**config.mk**
```make
export PLATFORM = sky130hd
export DESIGN_NAME = integer_to_ascii_formatter_core
export DESIGN_NICKNAME = d
export VERILOG_FILES = /design/src/hdl/itaf_pkg.sv /design/src/hdl/integer_to_ascii_formatter_core.sv
export SDC_FILE = /design/constraint.sdc
export NUM_CORES = 1
export LEC_CHECK = 0
export ABC_AREA = 1
export BUFFER_PORTS_ARGS = -buffer_cell sky130_fd_sc_hd__buf_2
export CAP_MARGIN = 20
export CELL_PAD_IN_SITES_DETAIL_PLACEMENT = 0
export CELL_PAD_IN_SITES_GLOBAL_PLACEMENT = 1
export CORE_ASPECT_RATIO = 0.5
export CORE_MARGIN = 2
export CORE_UTILIZATION = 35
export CTS_CLUSTER_DIAMETER = 100
export DETAILED_ROUTE_END_ITERATION = 10
export HOLD_SLACK_MARGIN = 0.15
export PLACE_DENSITY_LB_ADDON = 0.1
export SLEW_MARGIN = 20
export SYNTH_ARGS = -nofsm -noshare
export SYNTH_HDL_FRONTEND = slang
export SYNTH_SLANG_ARGS = --single-unit
```
**constraint.sdc**
```tcl
create_clock -name clk -period 8.1 [get_ports clk]
set_input_delay 0.81 -clock clk [delete_from_list [all_inputs] [get_ports clk]]
set_output_delay 0.81 -clock clk [all_outputs]
set_load 0.01 [all_outputs]
```
**src/hdl/itaf_pkg.sv**
```systemverilog
// Shared types, constants and the digit-to-character function for the
// integer-to-ASCII formatter. No dependencies.
package itaf_pkg;

  // Default width of the converted number.
  localparam int VALUE_WIDTH_DEF = 32;

  // Widths of the result fields.
  localparam int CHAR_W  = 7;
  localparam int COUNT_W = 31;

  // Saturation point of the running character count.
  localparam logic [COUNT_W-1:0] COUNT_MAX = {COUNT_W{1'b1}};

  // ASCII codes used to build the text.
  localparam logic [CHAR_W-1:0] CH_ZERO  = 7'h30;
  localparam logic [CHAR_W-1:0] CH_MINUS = 7'h2D;
  localparam logic [CHAR_W-1:0] CH_LOW_A = 7'h61;
  localparam logic [CHAR_W-1:0] CH_UP_A  = 7'h41;

  // Output formats selected by the opcode of an item.
  typedef enum logic [1:0] {
    OP_SDEC = 2'd0,
    OP_UDEC = 2'd1,
    OP_HEXL = 2'd2,
    OP_HEXU = 2'd3
  } opcode_t;

  // Sequencer states.
  typedef enum logic [1:0] {
    S_IDLE,
    S_CONV,
    S_SKIP,
    S_EMIT
  } state_t;

  // Maps one digit to its ASCII code; letters come in the requested case.
  function automatic logic [CHAR_W-1:0] digit_char(input logic [3:0] d, input logic upper);
    logic [CHAR_W-1:0] base;
    base = upper ? CH_UP_A : CH_LOW_A;
    if (d < 4'd10) begin
      digit_char = CH_ZERO + CHAR_W'(d);
    end else begin
      digit_char = base + CHAR_W'(d - 4'd10);
    end
  endfunction

endpackage

```
**src/hdl/integer_to_ascii_formatter_core.sv**
```systemverilog
// Integer-to-ASCII formatter: converts one number per item to decimal or hex
// text and streams it out one character per result item. Uses itaf_pkg.
//
// Usage:
//   The input channel (in_valid/in_ready) carries an opcode and a value. The
//   opcode picks signed decimal, unsigned decimal, lower-case or upper-case hex.
//   The output channel (out_valid/out_ready) carries one ASCII character per
//   item, most significant digit first, with last_char set on the final one
//   and total_chars giving the saturating count of characters emitted so far.
//   Decimal items run a shift-add-3 converter one input bit per cycle; hex
//   items skip this step. Leading zero digits are then dropped one per cycle,
//   and characters follow one per cycle while the receiver is ready, so each
//   dropped zero is one character less to send. A negative signed decimal
//   item sends a minus sign before its digits.
//   A new item is taken once the last character of the previous one sits in
//   the output register. A stalled receiver holds the output register and the
//   sequencer waits. Reset empties the block and clears the character count.
module integer_to_ascii_formatter_core #(
  parameter int VALUE_WIDTH = itaf_pkg::VALUE_WIDTH_DEF
) (
  input  logic                          clk,
  input  logic                          rst,
  input  logic                          in_valid,
  output logic                          in_ready,
  input  logic [1:0]                    opcode,
  input  logic [VALUE_WIDTH-1:0]        value,
  output logic                          out_valid,
  input  logic                          out_ready,
  output logic [itaf_pkg::CHAR_W-1:0]   char_code,
  output logic                          last_char,
  output logic [itaf_pkg::COUNT_W-1:0]  total_chars
);
  import itaf_pkg::*;

  // Decimal digits needed for the largest value, hex digits, and the wider.
  localparam int NDEC = (VALUE_WIDTH * 30103) / 100000 + 1;
  localparam int NHEX = (VALUE_WIDTH + 3) / 4;
  localparam int ND   = (NDEC > NHEX) ? NDEC : NHEX;
  localparam int DW   = 4 * ND;
  localparam int CW   = $clog2(ND + 1);
  localparam int BW   = $clog2(VALUE_WIDTH);

  state_t                 state, state_next;
  logic [VALUE_WIDTH-1:0] bin, bin_next;
  logic [DW-1:0]          digs, digs_next;
  logic [DW-1:0]          digs_adj;
  logic [CW-1:0]          cnt, cnt_next;
  logic [BW-1:0]          bitcnt, bitcnt_next;
  logic                   minus, minus_next;
  logic                   upper, upper_next;
  logic                   out_valid_next;
  logic [CHAR_W-1:0]      char_code_next;
  logic                   last_char_next;
  logic [COUNT_W-1:0]     total_chars_next;
  logic                   in_fire;
  logic                   slot_free;
  logic                   load_char;
  logic                   is_neg;
  logic [VALUE_WIDTH-1:0] mag;
  logic [3:0]             top_digit;

  assign in_ready  = (state == S_IDLE);
  assign in_fire   = in_valid && in_ready;
  assign slot_free = !out_valid || out_ready;
  assign load_char = (state == S_EMIT) && slot_free;
  assign top_digit = digs[DW-1 -: 4];

  // Magnitude of the input; only signed decimal can be negative.
  assign is_neg = (opcode == OP_SDEC) && value[VALUE_WIDTH-1];
  assign mag    = is_neg ? VALUE_WIDTH'(~value + 1'b1) : value;

  // Add-3 correction of every BCD digit that is five or more.
  always_comb begin
    for (int i = 0; i < ND; i++) begin
      digs_adj[4*i +: 4] = (digs[4*i +: 4] >= 4'd5) ? digs[4*i +: 4] + 4'd3
                                                    : digs[4*i +: 4];
    end
  end

  // Sequencer: next state, datapath loads and the output register.
  always_comb begin
    state_next       = state;
    bin_next         = bin;
    digs_next        = digs;
    cnt_next         = cnt;
    bitcnt_next      = bitcnt;
    minus_next       = minus;
    upper_next       = upper;
    out_valid_next   = out_valid && !out_ready;
    char_code_next   = char_code;
    last_char_next   = last_char;
    total_chars_next = total_chars;

    case (state)
      S_IDLE: begin
        if (in_fire) begin
          minus_next  = is_neg;
          upper_next  = (opcode == OP_HEXU);
          cnt_next    = CW'(ND);
          bitcnt_next = '0;
          if (opcode inside {OP_HEXL, OP_HEXU}) begin
            digs_next  = {{(DW - VALUE_WIDTH){1'b0}}, value};
            state_next = S_SKIP;
          end else begin
            digs_next  = '0;
            bin_next   = mag;
            state_next = S_CONV;
          end
        end
      end
      S_CONV: begin
        // One input bit enters the BCD register each cycle.
        digs_next   = {digs_adj[DW-2:0], bin[VALUE_WIDTH-1]};
        bin_next    = {bin[VALUE_WIDTH-2:0], 1'b0};
        bitcnt_next = bitcnt + 1'b1;
        if (bitcnt == BW'(VALUE_WIDTH - 1)) begin
          state_next = S_SKIP;
        end
      end
      S_SKIP: begin
        // Drop leading zeros, keeping at least one digit.
        if ((top_digit == 4'd0) && (cnt != CW'(1))) begin
          digs_next = {digs[DW-5:0], 4'd0};
          cnt_next  = cnt - 1'b1;
        end else begin
          state_next = S_EMIT;
        end
      end
      S_EMIT: begin
        if (load_char) begin
          out_valid_next   = 1'b1;
          total_chars_next = (total_chars == COUNT_MAX) ? total_chars
                                                        : total_chars + 1'b1;
          if (minus) begin
            char_code_next = CH_MINUS;
            last_char_next = 1'b0;
            minus_next     = 1'b0;
          end else begin
            char_code_next = digit_char(top_digit, upper);
            last_char_next = (cnt == CW'(1));
            digs_next      = {digs[DW-5:0], 4'd0};
            cnt_next       = cnt - 1'b1;
            if (cnt == CW'(1)) begin
              state_next = S_IDLE;
            end
          end
        end
      end
      default: state_next = S_IDLE;
    endcase
  end

  // Control state with reset.
  always_ff @(posedge clk) begin
    if (rst) begin
      state       <= S_IDLE;
      out_valid   <= 1'b0;
      total_chars <= '0;
    end else begin
      state       <= state_next;
      out_valid   <= out_valid_next;
      total_chars <= total_chars_next;
    end
  end

  // Datapath registers.
  always_ff @(posedge clk) begin
    bin       <= bin_next;
    digs      <= digs_next;
    cnt       <= cnt_next;
    bitcnt    <= bitcnt_next;
    minus     <= minus_next;
    upper     <= upper_next;
    char_code <= char_code_next;
    last_char <= last_char_next;
  end

`ifndef ASSERT_OFF
  // Every loaded character advances the count by one unless it is saturated.
  a_count_step: assert property (@(posedge clk) disable iff (rst)
    load_char |=> (total_chars == $past(total_chars) + 1'b1) ||
                  (total_chars == COUNT_MAX))
    else $error("character count did not advance on a loaded character");

  // Digit stages never run with an empty digit counter.
  a_cnt_live: assert property (@(posedge clk) disable iff (rst)
    ((state == S_SKIP) || (state == S_EMIT)) |-> (cnt != '0))
    else $error("digit counter empty while digits remain to be sent");

  // The converter stops after the last input bit.
  a_conv_end: assert property (@(posedge clk) disable iff (rst)
    ((state == S_CONV) && (bitcnt == BW'(VALUE_WIDTH - 1))) |=> (state == S_SKIP))
    else $error("conversion did not end after the last bit");

  // The final character of an item frees the input side.
  a_last_idle: assert property (@(posedge clk) disable iff (rst)
    (load_char && last_char_next) |=> (state == S_IDLE) && out_valid && last_char)
    else $error("last character did not return the block to idle");
`endif

endmodule

```
# ---- Word-level counts from Yosys, hierarchy flattened
# Index checks and enable logic that the tools add are counted.
dict set report word_totals {
  in_bits 38
  output_inout_bits 41
  elab_cells 124
  ff_bits 125
}
dict set report classes {
  n_reduce_logical 24
  n_addsub 17
  order_cmp 11
  n_eq_ne 17
  n_mux 42
  n_bitwise 2
}
# operator n
set ops {}
lappend ops {{40-bit two-way mux} 4}
lappend ops {{40-bit case mux with 4 select lines} 1}
lappend ops {{32-bit two-way mux} 4}
lappend ops {{32-bit case mux with 2 select lines} 1}
lappend ops {{4-bit two-way mux} 13}
lappend ops {{4-bit by 3-bit greater-or-equal comparator with 1-bit output, second input constant} 10}
lappend ops {{4-bit by 2-bit adder with 4-bit output, second input constant} 9}
lappend ops {{32-bit by 1-bit adder with 32-bit output, second input constant} 1}
lappend ops {{32-bit inverter} 1}
lappend ops {{31-bit by 1-bit adder with 31-bit output, second input constant} 1}
lappend ops {{31-bit == test, second input constant} 1}
lappend ops {{2-bit two-way mux} 7}
lappend ops {{2-bit != test, second input constant} 6}
lappend ops {{4-bit case mux with 3 select lines} 1}
lappend ops {{5-bit case mux with 2 select lines} 1}
lappend ops {{3-bit AND reduction} 3}
lappend ops {{2-bit == test, second input constant} 4}
lappend ops {{2-bit case mux with 4 select lines} 1}
lappend ops {{6-bit by 4-bit adder with 7-bit output, first input constant} 1}
lappend ops {{7-bit adder} 1}
lappend ops {{7-bit two-way mux} 1}
lappend ops {{6-bit two-way mux} 1}
lappend ops {{2-bit AND reduction} 3}
lappend ops {{6-bit AND reduction} 1}
lappend ops {{other kinds (24)} 36}

# ---- Depth between registers and ports, before layout
dict set report depth {
  word_depth 6
  depth_mapped 12
  depth_no_buf 11
}

# ---- Worst setup path before layout
# Ideal clock, no wire load.
dict set report synth_path {
  kind {register to register}
  startpoint {reg state[1]}
  endpoint {reg bin[0] (enable)}
  slack_ps 4952
  t_arrival_ps 2715
  setup_ps 434
  path_buffers 3
  required_ps 7666
  stages_incl_launch_ff 8
  synth_period_minus_slack_ps 3148
  cell_sequence {dfxtp_1 -> inv_1 -> ha_1 -> buf_2 -> inv_1 -> clkbuf_1 -> clkbuf_1 -> o22ai_1}
}
dict set report synth_between {
  elab_chain_cells 4
  word_cells_on_any_way 7
  classes_between {eq/ne: 3; reduce/logical: 4}
}
# element line_no
set synth_lines {}
lappend synth_lines {{from (decl)} integer_to_ascii_formatter_core.sv:43} ;# state_t state, state_next;
lappend synth_lines {{from (signal assigned)} integer_to_ascii_formatter_core.sv:160} ;# state <= state_next;
lappend synth_lines {{2-bit zero test} {integer_to_ascii_formatter_core.sv:62, integer_to_ascii_formatter_core.sv:94}}
lappend synth_lines {{1-bit logical AND} integer_to_ascii_formatter_core.sv:63} ;# assign in_fire = in_valid && in_ready;
lappend synth_lines {{2-bit by 1-bit != test with 1-bit output (no line)} --}
lappend synth_lines {{3-bit AND reduction (no line) *} --}
lappend synth_lines {{to (signal assigned)} integer_to_ascii_formatter_core.sv:168} ;# bin <= bin_next;
lappend synth_lines {{to (decl)} integer_to_ascii_formatter_core.sv:44} ;# logic [VALUE_WIDTH-1:0] bin, bin_next;
# Mark *: on every way between the ends. The rest lies on a longest branch, timed or not.
# A chain may end at the register's enable or synchronous reset.

# ---- Worst setup path after layout
dict set report layout_path {
  startpoint {reg state[1]}
  endpoint {reg digs[2], data pin}
}
dict set report layout_between {
  elab_chain_cells 2
  word_cells_on_any_way 5
  classes_between {eq/ne: 3; mux: 1; reduce/logical: 1}
}
# element line_no
set layout_lines {}
lappend layout_lines {{2-bit == test, or another cell as far along} integer_to_ascii_formatter_core.sv:94} ;# case (state)
lappend layout_lines {{40-bit case mux with 4 select lines *} integer_to_ascii_formatter_core.sv:94}
lappend layout_lines {{via digs_next[2]} integer_to_ascii_formatter_core.sv:45} ;# logic [DW-1:0] digs, digs_next;
lappend layout_lines {{to (signal assigned)} integer_to_ascii_formatter_core.sv:169} ;# digs <= digs_next;
lappend layout_lines {{to (decl)} integer_to_ascii_formatter_core.sv:45}
# The timed path passes the listed nets; every way through them passes the cells marked *.

==> flow_summary.yaml <==
setup_path:
  max_stage_delay_ps: 870
  reg2reg_from: "state[1]"
  setup.worst_path.end: "digs[2]"
  critPathKind: "flip-flop to flip-flop"
  ff2ff_setup_slack_ps: 5250
  crit_slowest_cell: "ha_1"
  r2r_cells: 9
  crit_start: "state[1]"
  crit_top_cell: "inv_1"
  end_kind: "flip-flop"
  cp_max_fo: 27
  crit_arrival_ps: 3140
  path_depth: 9
  r2r_end: "digs[2]"
  worst-path-buf-inv: 4
  crit_required_ps: 8390
  cp_cell_sequence: "inv_1 -> ha_1 -> inv_1 -> nor2_2 -> buf_4 -> inv_1 -> a21oi_1 -> o21ai_0 -> o21ai_0"
  start_kind: "flip-flop"
  cp_top_family: "buffers and inverters"
logic_synthesis:
  syn_area_per_cell_um2: 7.588
  synth.area.top_cells: "edfxtp_1, nand2_1, dfxtp_1"
  synth_top_area_share_pct: 33.25
  syn_area_mm2: 0.008218
  ys_types: 40
  synthCells: 1083
  synthesis.nets: 1158
  synth_area_leader_cell: "edfxtp_1"
  ys_seq_area_share_pct: 41.53
  yosysWarnings: 0
  synthArstFlopShare_pct: 0
  ys_ff_latch: 125
  synth_edf_count: 91
  synth-main-ff-cell: "edfxtp_1"
timing:
  fin_setup_tns_ps: 0
  whs_ps: 506.1
  layout_setup_ws_ps: 5252
  slew_headroom_pct: 30.04
  max_freq_mhz: 351.1
  fin_skew_ps: 8.273
  setup_violations: 0
  drv_slew: 0
  hold_viol: 0
  fin_crit_ps: 2848
  fin_crit_sh_pct: 35.17
  rsz0062_at_grt: "no"
  worstMarginPinSlew_ps: 1049
clock_tree:
  cts_resized: 0
  ctsHoldBuffers: 0
  post-cts-setup-buffers: 0
  cts_tree: "done"
  insertion_delay_ps: 440
  htree_levels: 4
  cts_num_sinks: 125
  cts_buffers: 17
  path_clk_slew_ps: 60
  clock_path_buffers: 2
  root_buffer: "clkbuf_16"
routing:
  met3_length_um: 1221
  wire_per_inst_um: 15.93
  drt_iter0_drc: 497
  drtPass1Iterations: 6
  dr_wl_met2_um: 10570
  wl_met1_um: 11310
  dr.max_layer_used: "met4"
  totalWireLength_um: 23560
  remaining_drc_errors: 0
  ant_nets: 0
  vias: 7351
  vias_per_cell: 4.970
global_routing:
  gr-total-overflow: 0
  grt_start_max_net_pins: 48
  grt_pass1_wl_um: 38050
  grt.total_usage_pct: 20.09
  grt_antenna_before_repair: 1
  grt_pass1_vias: 7117
floorplan:
  top_level_ports: 79
  die_area_mm2: 0.02480
  die_y_um: 112.4
  die_w_um: 220.7
  start_util_pct: 35.83
  rows: 39
  core_mm2: 0.02293
finish:
  num-nets-final: 1233
  seq_area_mm2: 0.003413
  multi_input_area_mm2: 0.004187
  fillers: 2408
  drive_gt1_share_pct: 13.07
  fin_util_pct: 41.41
  area_growth_pct: 15.58
status:
  status: "finished, final reports clean"
place:
  place_hpwl_um: 17390
  gp_congestion: 0.8369
  port_buffers: 78
  place_ws_ps: 5254
run:
  cap_violations: 0
power_and_ir_drop:
  leakage_nw: 4.010
  irDropWorstVdd_mv: 0.1740
  power_density_mw_per_mm2: 316.5
hold_path:
  hp-class: "flip-flop to flip-flop"
-- Yosys cell counts, types with 2 or more instances --
cell / count
nand2_1: 286
buf_2: 6
nor2_2: 2
ha_1: 37
nor3_1: 3
xnor2_1: 6
o32ai_1: 2
dfxtp_1: 34
o221ai_1: 27
clkbuf_1: 19
nand2_4: 3
a21oi_2: 11
nor2_1: 136
nand2_2: 12
o21ai_0: 73
inv_1: 123
a21oi_1: 61
o22ai_1: 3
inv_2: 4
nand3b_1: 12
xor2_1: 19
or2_2: 8
nand3_1: 63
edfxtp_1: 91
o211ai_1: 11
nor2_4: 3
o21ai_1: 2
a31oi_1: 7
nand4_1: 8
-- report_power, final --
part	switching [W]	total [W]	internal, W
Clock	0.000285	0.000795	0.000510
Sequential	0.000116	0.00111	0.000995
Combinational	0.000755	0.00110	0.000345
Total	0.00116	0.00301	0.00185
-- stage by stage --
step | cell area, µm² | cells | power [W]
final | 9498 | 1479 | 0.003006
after global routing | 9495 | 1478 | 0.003254
after CTS | 9495 | 1478 | 0.003041
after detailed placement | 8904 | 1446 | 0.002229
after global placement | 8904 | 1446 | 0.002219
after floorplan | 8218 | 1083 | 0.001910
-- layout make-up --
class,count,share of cell area (%)
clock inverters,9,1.515
clock buffers,23,4.716
inverters,127,5.019
repair buffers,85,4.663
diodes,1,0.02635
multi-input cells,802,44.08
well taps,307,4.044
flip-flops and latches,125,35.94
-- registers in the layout, indices dropped and copies added (netlist names) --
signal	cells
upper	1
bitcnt	5
state	2
digs	40
char_code	7
cnt	4
bin	32
out_valid	1
last_char	1
minus	1
total_chars	31
-- cells by family after synthesis --
kind of cell / count (synthesis) / share of synthesized area, %
simple gates: 539 / 27.89
compound gates: 201 / 14.68
buf+inv: 156 / 7.597
flops: 125 / 41.53
fa+ha+maj: 37 / 5.633
xor+xnor: 25 / 2.664
-- how the worst min path moves through the flow --
stage          depth (start not counted)         endpoint            start
6_report                               2   total_chars[0]   total_chars[0]
5_1_grt                                2   total_chars[4]   total_chars[4]
4_1_cts                                2   total_chars[0]   total_chars[0]
3_5_place_dp                           2   total_chars[0]   total_chars[0]
3_3_place_gp                           2   total_chars[4]   total_chars[4]
2_1_floorplan                          2  total_chars[30]  total_chars[30]
-- layer usage --
layer / up-vias / global-route usage (%)
li1: 3785 / -
met1: 3369 / 26.86
met2: 164 / 31.69
met3: 33 / 5.041
met4: 0 / 6.889
met5: - / 0
-- layout by cell type, fill, tap and decap left out, types with 4 or more instances in the layout --
master / instances
xnor2_1: 6
nor2_1: 136
nand2_2: 12
nand2_1: 286
a31oi_1: 7
o221ai_1: 27
bufinv_16: 4
edfxtp_1: 91
nand4_1: 8
buf_2: 78
buf_4: 7
nand3b_1: 12
or2_2: 8
ha_1: 37
inv_1: 123
a21oi_1: 61
xor2_1: 19
o21ai_0: 73
nand3_1: 63
inv_2: 4
o211ai_1: 11
clkbuf_1: 6
clkbuf_16: 17
a21oi_2: 11
dfxtp_1: 34
-- worst min-delay path: cells and delay by family, from the launching register on --
family / cells / cell delay [ps]
AOI/OAI and AO/OA: 1 / 50
DFF: 1 / 330
buffers and inverters: 1 / 70
Power figures use the tool's default switching activity.
